File: src/sv/cla_pkg.sv
// Shared types and constants for the CR/LF line assembler.
// No dependencies; imported by cla_cmd_fifo, cla_front, cla_back and the top level.
package cla_pkg;

	localparam int MAX_LINE    = 64;
	localparam int STORE_DEPTH = 64;
	localparam int ADDR_W      = $clog2(STORE_DEPTH);
	localparam int RAM_DEPTH   = 2 * STORE_DEPTH;          // two banks, one per line in flight
	localparam int RAM_AW      = $clog2(RAM_DEPTH);
	localparam int FILL_W      = $clog2(MAX_LINE);          // holds 0 .. MAX_LINE-1
	localparam int COUNT_W     = 32;
	localparam int CHAR_W      = 8;
	localparam int CMDQ_DEPTH  = 2;
	localparam int CMDQ_AW     = $clog2(CMDQ_DEPTH);
	localparam int CMDQ_CW     = $clog2(CMDQ_DEPTH + 1);
	localparam int LINES_MAX   = 2;                         // lines pushed but not yet sent
	localparam int LINES_W     = $clog2(LINES_MAX + 1);
	localparam int S_TDATA_W   = 16;
	localparam int M_TDATA_W   = 48;

	localparam logic [FILL_W-1:0] FILL_LIMIT = FILL_W'(MAX_LINE - 1);

	localparam logic [CHAR_W-1:0] CH_CR = 8'h0D;
	localparam logic [CHAR_W-1:0] CH_LF = 8'h0A;

	localparam logic ACT_BYTE       = 1'b0;
	localparam logic ACT_LINE_STATE = 1'b1;
	localparam logic KIND_CHAR      = 1'b0;
	localparam logic KIND_STATUS    = 1'b1;

	// work handed from front to back
	typedef struct packed {
		logic               is_status;
		logic               bank;
		logic [FILL_W-1:0]  len;
		logic               connected;
		logic [COUNT_W-1:0] count;
	} cmd_t;

	// back end status toward the front
	typedef struct packed {
		logic line_done;
	} back_stat_t;

endpackage

File: src/sv/cla_ram.sv
// Generic single write port, single read port RAM with registered read data.
// No dependencies.
module cla_ram #(
	parameter int WIDTH = 8,
	parameter int DEPTH = 128
) (
	input  logic                     clk,
	input  logic                     we,
	input  logic [$clog2(DEPTH)-1:0] waddr,
	input  logic [WIDTH-1:0]         wdata,
	input  logic                     re,
	input  logic [$clog2(DEPTH)-1:0] raddr,
	output logic [WIDTH-1:0]         rdata
);

	logic [WIDTH-1:0] mem_q [DEPTH];

	always_ff @(posedge clk) begin
		if (we) begin
			mem_q[waddr] <= wdata;
		end
		if (re) begin
			rdata <= mem_q[raddr];
		end
	end

endmodule

File: src/sv/cla_cmd_fifo.sv
// Short command queue between front end and back end.
// Depends on cla_pkg.
module cla_cmd_fifo
	import cla_pkg::*;
(
	input  logic clk,
	input  logic arst_n,
	input  logic push,
	input  cmd_t push_cmd,
	input  logic pop,
	output logic valid,
	output cmd_t head,
	output logic full
);

	cmd_t               mem_q [CMDQ_DEPTH];
	logic [CMDQ_AW-1:0] wr_ptr_q;
	logic [CMDQ_AW-1:0] rd_ptr_q;
	logic [CMDQ_CW-1:0] count_q;

	assign valid = (count_q != '0);
	assign full  = (count_q == CMDQ_CW'(CMDQ_DEPTH));
	assign head  = mem_q[rd_ptr_q];

	always_ff @(posedge clk) begin
		if (push) begin
			mem_q[wr_ptr_q] <= push_cmd;
		end
	end

	always_ff @(posedge clk or negedge arst_n) begin
		if (!arst_n) begin
			wr_ptr_q <= '0;
			rd_ptr_q <= '0;
			count_q  <= '0;
		end else begin
			if (push) begin
				wr_ptr_q <= (wr_ptr_q == CMDQ_AW'(CMDQ_DEPTH - 1)) ? '0 : wr_ptr_q + 1'b1;
			end
			if (pop) begin
				rd_ptr_q <= (rd_ptr_q == CMDQ_AW'(CMDQ_DEPTH - 1)) ? '0 : rd_ptr_q + 1'b1;
			end
			if (push && !pop) begin
				count_q <= count_q + 1'b1;
			end else if (pop && !push) begin
				count_q <= count_q - 1'b1;
			end
		end
	end

	a_no_overflow: assert property (@(posedge clk) disable iff (!arst_n)
		push |-> (!full || pop))
		else $error("command queue overflow");

	a_no_underflow: assert property (@(posedge clk) disable iff (!arst_n)
		pop |-> valid)
		else $error("command queue underflow");

	a_count_range: assert property (@(posedge clk) disable iff (!arst_n)
		count_q <= CMDQ_CW'(CMDQ_DEPTH))
		else $error("command queue count out of range");

endmodule

File: src/sv/cla_front.sv
// Front end: accepts input words, tracks fill position, link flag and change
// counter, writes line bytes to the store and queues commands. Depends on cla_pkg.
module cla_front
	import cla_pkg::*;
(
	input  logic                 clk,
	input  logic                 arst_n,
	input  logic                 s_axis_tvalid,
	output logic                 s_axis_tready,
	input  logic [S_TDATA_W-1:0] s_axis_tdata,
	input  logic                 s_axis_tuser,
	input  logic                 q_full,
	output logic                 push,
	output cmd_t                 push_cmd,
	output logic                 ram_we,
	output logic [RAM_AW-1:0]    ram_waddr,
	output logic [CHAR_W-1:0]    ram_wdata,
	input  back_stat_t           back_stat
);

	logic [FILL_W-1:0]  fill_q;
	logic               bank_q;
	logic               link_q;
	logic [COUNT_W-1:0] count_q;
	logic [LINES_W-1:0] lines_q;

	logic               accept;
	logic               action;
	logic [CHAR_W-1:0]  rx_byte;
	logic               dtr;
	logic               is_term;
	logic               push_line;
	logic [COUNT_W-1:0] count_next;

	assign action  = s_axis_tuser;
	assign rx_byte = s_axis_tdata[CHAR_W-1:0];
	assign dtr     = s_axis_tdata[CHAR_W];
	assign is_term = (rx_byte == CH_CR) || (rx_byte == CH_LF);

	// the bank being filled must not hold a line still being sent
	assign s_axis_tready = !q_full && (lines_q < LINES_W'(LINES_MAX));
	assign accept        = s_axis_tvalid && s_axis_tready;

	assign count_next = (link_q != dtr) ? count_q + 1'b1 : count_q;
	assign push_line  = accept && (action == ACT_BYTE) && is_term && (fill_q != '0);
	assign push       = push_line || (accept && (action == ACT_LINE_STATE));

	always_comb begin
		push_cmd.is_status = (action == ACT_LINE_STATE);
		push_cmd.bank      = bank_q;
		push_cmd.len       = fill_q;
		if (action == ACT_LINE_STATE) begin
			push_cmd.connected = dtr;
			push_cmd.count     = count_next;
		end else begin
			push_cmd.connected = link_q;
			push_cmd.count     = count_q;
		end
	end

	assign ram_we    = accept && (action == ACT_BYTE) && !is_term && (fill_q < FILL_LIMIT);
	assign ram_waddr = {bank_q, ADDR_W'(fill_q)};
	assign ram_wdata = rx_byte;

	always_ff @(posedge clk or negedge arst_n) begin
		if (!arst_n) begin
			fill_q  <= '0;
			bank_q  <= 1'b0;
			link_q  <= 1'b0;
			count_q <= '0;
			lines_q <= '0;
		end else begin
			if (accept) begin
				if (action == ACT_LINE_STATE) begin
					link_q  <= dtr;
					count_q <= count_next;
					if (link_q && !dtr) begin
						fill_q <= '0;   // disconnect drops the partial line
					end
				end else if (is_term) begin
					fill_q <= '0;
					if (fill_q != '0) begin
						bank_q <= !bank_q;
					end
				end else if (fill_q < FILL_LIMIT) begin
					fill_q <= fill_q + 1'b1;
				end else begin
					fill_q <= '0;       // overflow discards the line
				end
			end
			if (push_line && !back_stat.line_done) begin
				lines_q <= lines_q + 1'b1;
			end else if (!push_line && back_stat.line_done) begin
				lines_q <= lines_q - 1'b1;
			end
		end
	end

	a_lines_range: assert property (@(posedge clk) disable iff (!arst_n)
		lines_q <= LINES_W'(LINES_MAX))
		else $error("too many lines in flight");

	a_done_has_line: assert property (@(posedge clk) disable iff (!arst_n)
		back_stat.line_done |-> (lines_q != '0))
		else $error("line completion without an outstanding line");

	a_write_in_range: assert property (@(posedge clk) disable iff (!arst_n)
		ram_we |-> (fill_q < FILL_LIMIT))
		else $error("store write beyond line limit");

endmodule

File: src/sv/cla_back.sv
// Back end: takes commands from the queue, reads stored lines one byte at a
// time and drives the output register. Depends on cla_pkg.
module cla_back
	import cla_pkg::*;
(
	input  logic                 clk,
	input  logic                 arst_n,
	input  logic                 cmd_valid,
	input  cmd_t                 cmd,
	output logic                 pop,
	output logic                 ram_re,
	output logic [RAM_AW-1:0]    ram_raddr,
	input  logic [CHAR_W-1:0]    ram_rdata,
	output back_stat_t           back_stat,
	output logic                 m_axis_tvalid,
	input  logic                 m_axis_tready,
	output logic [M_TDATA_W-1:0] m_axis_tdata,
	output logic                 m_axis_tuser,
	output logic                 m_axis_tlast
);

	typedef enum logic [2:0] {
		ST_IDLE = 3'b001,
		ST_READ = 3'b010,
		ST_LOAD = 3'b100
	} state_t;

	state_t             state_q;
	logic               bank_q;
	logic [FILL_W-1:0]  len_q;
	logic [FILL_W-1:0]  idx_q;
	logic               conn_q;
	logic [COUNT_W-1:0] cnt_q;

	logic               out_valid_q;
	logic               out_kind_q;
	logic [CHAR_W-1:0]  out_char_q;
	logic               out_last_q;
	logic               out_conn_q;
	logic [COUNT_W-1:0] out_cnt_q;

	logic can_load;
	logic load_status;
	logic load_char;
	logic last_char;

	assign can_load    = !out_valid_q || m_axis_tready;
	assign load_status = (state_q == ST_IDLE) && cmd_valid && cmd.is_status && can_load;
	assign pop         = (state_q == ST_IDLE) && cmd_valid && (!cmd.is_status || can_load);
	assign load_char   = (state_q == ST_LOAD) && can_load;
	assign last_char   = (idx_q == len_q - 1'b1);

	assign ram_re    = (state_q == ST_READ);
	assign ram_raddr = {bank_q, ADDR_W'(idx_q)};

	assign back_stat.line_done = load_char && last_char;

	always_ff @(posedge clk or negedge arst_n) begin
		if (!arst_n) begin
			state_q     <= ST_IDLE;
			out_valid_q <= 1'b0;
		end else begin
			case (state_q)
				ST_IDLE: begin
					if (pop && !cmd.is_status) begin
						state_q <= ST_READ;
					end
				end
				ST_READ: begin
					state_q <= ST_LOAD;
				end
				ST_LOAD: begin
					if (load_char) begin
						state_q <= last_char ? ST_IDLE : ST_READ;
					end
				end
				default: begin
					state_q <= ST_IDLE;
				end
			endcase
			if (load_status || load_char) begin
				out_valid_q <= 1'b1;
			end else if (m_axis_tready) begin
				out_valid_q <= 1'b0;
			end
		end
	end

	always_ff @(posedge clk) begin
		if (pop && !cmd.is_status) begin
			bank_q <= cmd.bank;
			len_q  <= cmd.len;
			conn_q <= cmd.connected;
			cnt_q  <= cmd.count;
			idx_q  <= '0;
		end else if (load_char) begin
			idx_q <= idx_q + 1'b1;
		end
		if (load_status) begin
			out_kind_q <= KIND_STATUS;
			out_char_q <= '0;
			out_last_q <= 1'b1;
			out_conn_q <= cmd.connected;
			out_cnt_q  <= cmd.count;
		end else if (load_char) begin
			out_kind_q <= KIND_CHAR;
			out_char_q <= ram_rdata;
			out_last_q <= last_char;
			out_conn_q <= conn_q;
			out_cnt_q  <= cnt_q;
		end
	end

	assign m_axis_tvalid = out_valid_q;
	assign m_axis_tuser  = out_kind_q;
	assign m_axis_tlast  = out_last_q;
	assign m_axis_tdata  = {{(M_TDATA_W - CHAR_W - 1 - COUNT_W){1'b0}},
		out_cnt_q, out_conn_q, out_char_q};

	a_read_in_line: assert property (@(posedge clk) disable iff (!arst_n)
		(state_q == ST_READ) |-> (idx_q < len_q))
		else $error("store read past end of line");

	a_done_to_idle: assert property (@(posedge clk) disable iff (!arst_n)
		back_stat.line_done |=> (state_q == ST_IDLE))
		else $error("line finished but sequencer not idle");

	a_load_needs_room: assert property (@(posedge clk) disable iff (!arst_n)
		(out_valid_q && !m_axis_tready) |=> ($stable(out_char_q) && $stable(out_cnt_q)))
		else $error("output register overwritten while stalled");

endmodule

File: src/sv/crlf_line_assembler.sv
// CR/LF line assembler: collects received bytes into lines and reports
// line-state events. Input words on s_axis: tuser = action (0 byte, 1 line
// state), tdata = rx_byte and dtr. Results on m_axis: tuser = kind (0 line
// character, 1 status), tlast = last character of a line (always 1 for a
// status word), tdata = line_char, connected, change_count.
// A byte is stored and emits nothing; CR or LF releases the stored line,
// empty lines emit nothing. The back end reads each character from the
// store and loads it into the output register before reading the next;
// a status word passes through the command queue and the output
// register. The store holds two banks, so one line can be sent while the
// next fills; input stalls when both banks hold unsent lines or the
// command queue is full. Reset clears fill position, link flag, change
// counter and all queues; store contents need no clearing. When m_axis
// stalls the output register holds its word, the back end waits, and the
// front keeps taking bytes until the queue or banks fill up.
// Depends on cla_pkg, cla_front, cla_cmd_fifo, cla_ram, cla_back.
module crlf_line_assembler
	import cla_pkg::*;
(
	input  logic                 clk,
	input  logic                 arst_n,
	input  logic                 s_axis_tvalid,
	output logic                 s_axis_tready,
	input  logic [S_TDATA_W-1:0] s_axis_tdata,  // [7:0] rx_byte, [8] dtr, [15:9] zero
	input  logic                 s_axis_tuser,  // [0] action
	output logic                 m_axis_tvalid,
	input  logic                 m_axis_tready,
	output logic [M_TDATA_W-1:0] m_axis_tdata,  // [7:0] line_char, [8] connected,
	                                            // [40:9] change_count, [47:41] zero
	output logic                 m_axis_tuser,  // [0] kind
	output logic                 m_axis_tlast
);

	logic              q_full;
	logic              push;
	cmd_t              push_cmd;
	logic              pop;
	logic              cmd_valid;
	cmd_t              head;
	logic              ram_we;
	logic [RAM_AW-1:0] ram_waddr;
	logic [CHAR_W-1:0] ram_wdata;
	logic              ram_re;
	logic [RAM_AW-1:0] ram_raddr;
	logic [CHAR_W-1:0] ram_rdata;
	back_stat_t        back_stat;

	cla_front u_front (
		.clk           (clk),
		.arst_n        (arst_n),
		.s_axis_tvalid (s_axis_tvalid),
		.s_axis_tready (s_axis_tready),
		.s_axis_tdata  (s_axis_tdata),
		.s_axis_tuser  (s_axis_tuser),
		.q_full        (q_full),
		.push          (push),
		.push_cmd      (push_cmd),
		.ram_we        (ram_we),
		.ram_waddr     (ram_waddr),
		.ram_wdata     (ram_wdata),
		.back_stat     (back_stat)
	);

	cla_cmd_fifo u_fifo (
		.clk      (clk),
		.arst_n   (arst_n),
		.push     (push),
		.push_cmd (push_cmd),
		.pop      (pop),
		.valid    (cmd_valid),
		.head     (head),
		.full     (q_full)
	);

	cla_ram #(
		.WIDTH (CHAR_W),
		.DEPTH (RAM_DEPTH)
	) u_store (
		.clk   (clk),
		.we    (ram_we),
		.waddr (ram_waddr),
		.wdata (ram_wdata),
		.re    (ram_re),
		.raddr (ram_raddr),
		.rdata (ram_rdata)
	);

	cla_back u_back (
		.clk           (clk),
		.arst_n        (arst_n),
		.cmd_valid     (cmd_valid),
		.cmd           (head),
		.pop           (pop),
		.ram_re        (ram_re),
		.ram_raddr     (ram_raddr),
		.ram_rdata     (ram_rdata),
		.back_stat     (back_stat),
		.m_axis_tvalid (m_axis_tvalid),
		.m_axis_tready (m_axis_tready),
		.m_axis_tdata  (m_axis_tdata),
		.m_axis_tuser  (m_axis_tuser),
		.m_axis_tlast  (m_axis_tlast)
	);

endmodule

File: config.mk
export PLATFORM = sky130hd
export DESIGN_NAME = crlf_line_assembler
export DESIGN_NICKNAME = d
export VERILOG_FILES = /design/src/sv/cla_pkg.sv /design/src/sv/cla_ram.sv /design/src/sv/cla_cmd_fifo.sv /design/src/sv/cla_front.sv /design/src/sv/cla_back.sv /design/src/sv/crlf_line_assembler.sv
export SDC_FILE = /design/constraint.sdc
export NUM_CORES = 2
export LEC_CHECK = 0
export BUFFER_PORTS_ARGS = -buffer_cell sky130_fd_sc_hd__buf_4
export CORE_MARGIN = 2
export CORE_UTILIZATION = 57
export CTS_CLUSTER_SIZE = 16
export DETAILED_ROUTE_END_ITERATION = 8
export GPL_ROUTABILITY_DRIVEN = 0
export PLACE_DENSITY = 0.83
export SYNTH_ARGS = -nofsm -noshare
export SYNTH_HDL_FRONTEND = slang
export SYNTH_SLANG_ARGS = --single-unit
File: constraint.sdc
create_clock -name clk -period 4.35 [get_ports clk]
set_input_delay 0.435 -clock clk [delete_from_list [all_inputs] [get_ports clk]]
set_output_delay 0.435 -clock clk [all_outputs]
set_load 0.01 [all_outputs]
==> flow_metrics.env <==
export IMPL_status="complete, no violations"
export IMPL_max_slew_margin_pct=14.4
export IMPL_fp_dieW_um=300
export IMPL_tightest_slew_ps=1280
export IMPL_mostFrequentLayoutCells="edfxtp_1 (1,187), mux2i_1 (297), nor2_1 (255)"
export IMPL_whs_path_depth=3
export IMPL_n_antenna_cell=0
export IMPL_post_route_period_util_pct=92.3
export IMPL_synth_edff_count=1187
export IMPL_postCtsHoldBufs=1
export IMPL_ctsHtreeMaxLevel=3
export IMPL_crit_start="u_back.idx_q[3]$_SDFFE_PP0P_"
export IMPL_drtAntennaViolNets=0
export IMPL_die_area_um2=90100
export IMPL_cts_repair_resized=0
export IMPL_reg2regPathDepth=7
export IMPL_drive_gt1_share_pct=19.5
export IMPL_fmax_mhz=249
export IMPL_detail_route_drc_violations=0
export IMPL_grt_max_degree=108
export IMPL_clock_skew_ps=36.4
export IMPL_slew_viol_final=0
export IMPL_power_density_nw_per_um2=482
export IMPL_cp_arrival_ps=4470
export IMPL_dpl_hpwl_um=66100
export IMPL_synth_area_leaders="edfxtp_1 (71%), mux2i_1 (5.9%), mux4_2 (5.9%)"
export IMPL_final_common_cell="edfxtp_1"
export IMPL_post_cts_buffers=0
export IMPL_setup_ws_ps=335
export IMPL_yosysTopAreaCell="edfxtp_1"
export IMPL_clock_latency_ps=700
export IMPL_leakage_nw=17.4
export IMPL_dpl_cell_count=3992
export IMPL_ir_worst_vdd_uv=544
export IMPL_clock_path_buffers=3
export IMPL_netlist_instances=2808
export IMPL_async_reset_ff_share_pct=3.99
export IMPL_hold_class="input pin to flip-flop"
export IMPL_core_um2=86900
export IMPL_wirelength_um=111000
export IMPL_hold_slack_ps=86.9
export IMPL_die_h_um=300
export IMPL_yosysWarningCount=0
export IMPL_grt_usage_pct=24.8
export IMPL_routedWlPerCell_um=26.5
export IMPL_worstPathMaxFanout=27
export IMPL_n_fill_cell=5466
export IMPL_numPortBuffers=58
export IMPL_tritoncts="built"
export IMPL_ys_seq_area_share_pct=74.4
export IMPL_syn_area_per_cell_um2=17.8
export IMPL_synth_top_area_share_pct=71.3
export IMPL_required_ps=4810
export IMPL_setup_viol=0
export IMPL_finalHoldViolations=0
export IMPL_instances_no_fill=4200
export IMPL_viasPerCell=6.31
export IMPL_first_iter_violations=3585
export IMPL_tns_ps=0
export IMPL_finalCriticalPeriod_ps=4010
export IMPL_first_global_vias=27000
export IMPL_antenna_found_initial=4
export IMPL_synth_ff_type="edfxtp_1"
export IMPL_clock_sinks=1253
export IMPL_place_ws_ps=763
export IMPL_overflow=0
export IMPL_area_growth_pct=11.2
export IMPL_synth_cell_type_count=72
export IMPL_synth_seq_cells=1253
export IMPL_num_io_pins=73
export IMPL_end_kind="flip-flop"
export IMPL_final_nets=2981
export IMPL_hold_path_startpoint="s_axis_tdata[8]"
export IMPL_initial_utilization_pct=57.6
export IMPL_maxCapViolCount=0
export IMPL_root_buffer="clkbuf_16"
export IMPL_vias=26500
export IMPL_cts_buffers=112
export IMPL_timing_rr_start="u_back.idx_q[3]$_SDFFE_PP0P_"
export IMPL_rows=108
export IMPL_rsz0062_at_grt="no"
export IMPL_dr_pass1_iters=6
export IMPL_worstSetupPathType="flip-flop to flip-flop"
export IMPL_clkTransAtPathRegs_ps=60
export IMPL_synthesis_area_um2=50000
export IMPL_grt_pass1_wl_um=167000
export IMPL_critPathLaunchType="flip-flop"
[area by class of cell]
| cell class | count | area [um^2] | share of cell area (%) |
|---|---|---|---|
| clock buffers | 135 | 2940 | 5.29 |
| clock inverters | 72 | 657 | 1.18 |
| repair buffers | 178 | 1450 | 2.61 |
| well taps | 1155 | 1450 | 2.60 |
| multi-input cells | 1394 | 11800 | 21.3 |
| inverters | 13 | 48.8 | 0.0878 |
| flip-flops and latches | 1253 | 37200 | 67.0 |
[worst max-delay path: stages, from the launching register on]
cell and delay [ps]:
dfxtp_1 1170, nand3_2 850, buf_4 480, o21ai_0 210, nor3_1 100, o21ai_0 300
nand3_1 320, nand4_1 350
[metrics by stage]
step	utilization (%)	power, mW	cell area [um^2]
5_1_grt	64.0	27.5	55600
2_1_floorplan	-	16.4	50000
3_5_place_dp	59.8	17.3	52000
4_1_cts	64.0	26.9	55600
3_3_place_gp	59.8	17.2	52000
6_report	64.0	26.8	55600
[worst paths after layout]
| kind | to | slack (ps) |
|---|---|---|
| max | u_store.rdata[1]$_DFFE_PP_ | 340 |
| min | u_front.link_q$_DFFE_PN0P_ | 90 |
| max reg2reg | u_store.rdata[1]$_DFFE_PP_ | 340 |
| min reg2reg | u_back.out_char_q[1]$_SDFFE_PP0P_ | 470 |
| max in group asynchronous | u_front.fill_q[2]$_DFFE_PN0P_ | 3540 |
| min in group asynchronous | u_front.count_q[13]$_DFFE_PN0P_ | 330 |
[logic make-up (layout without fill, tap and decap cells)]
group / after synthesis / count (layout) / share of synthesized area [%]
DFF: 1253 / 1253 / 74.4
adders and majority gates: 8 / 8 / 0.200
and+or+nand+nor: 594 / 594 / 5.75
xor gates and xnor gates: 80 / 80 / 1.40
other: 1 / 7 / 0.00750
buffers and inverters: 167 / 398 / 2.05
AOI/OAI and AO/OA: 188 / 188 / 2.27
muxes: 517 / 517 / 13.9
[power by group]
| group | internal [mW] | switching [mW] |
|---|---|---|
| clock network | 5.41 | 4.26 |
| registers | 13.7 | 0.249 |
| logic | 1.43 | 1.69 |
| total | 20.6 | 6.20 |
[state kept, by name (all words and copies together) (netlist names), 2 cells and up]
name               cells
u_back.cnt_q          32
u_store.mem_q       1024
u_back.idx_q           6
u_store.rdata          8
u_fifo.mem_q          82
u_front.fill_q         6
u_front.count_q       32
u_back.state_q         3
u_front.lines_q        2
u_back.out_cnt_q      32
u_back.len_q           6
u_back.out_char_q      8
u_fifo.count_q         2
[Yosys cell counts (4+ instances only)]
cell type and instances:
a211oi_1 10, a21o_1 6, a21oi_1 29, and3_1 12, and3b_1 5, and4_1 4, buf_2 53, buf_4 22
buf_6 26, clkbuf_1 47, dfrtp_1 49, dfxtp_1 16, edfxtp_1 1187, ha_1 8, inv_1 13, mux2_2 87
mux2i_1 297, mux4_2 132, nand2_1 110, nand2b_1 9, nand3_1 44, nand3b_1 4, nand4_1 38, nand4_4 4
nor2_1 256, nor2b_1 14, nor3_1 34, nor4_1 30, o21ai_0 62, o22ai_1 59, xnor2_1 49, xor2_1 31
[per-layer routing]
layer  vias up  routed length (um)  share of wire [%]  GRT usage (%)
met5         -                  21              0.019              0
met4         4                4900                4.4           10.4
met3       334               11700                 11           5.26
met2      1575               53900                 48           40.1
met1     13300               40700                 37           33.0
li1      11300                   -                  -              -
Note: power is estimated with default switching activity, not from simulation.
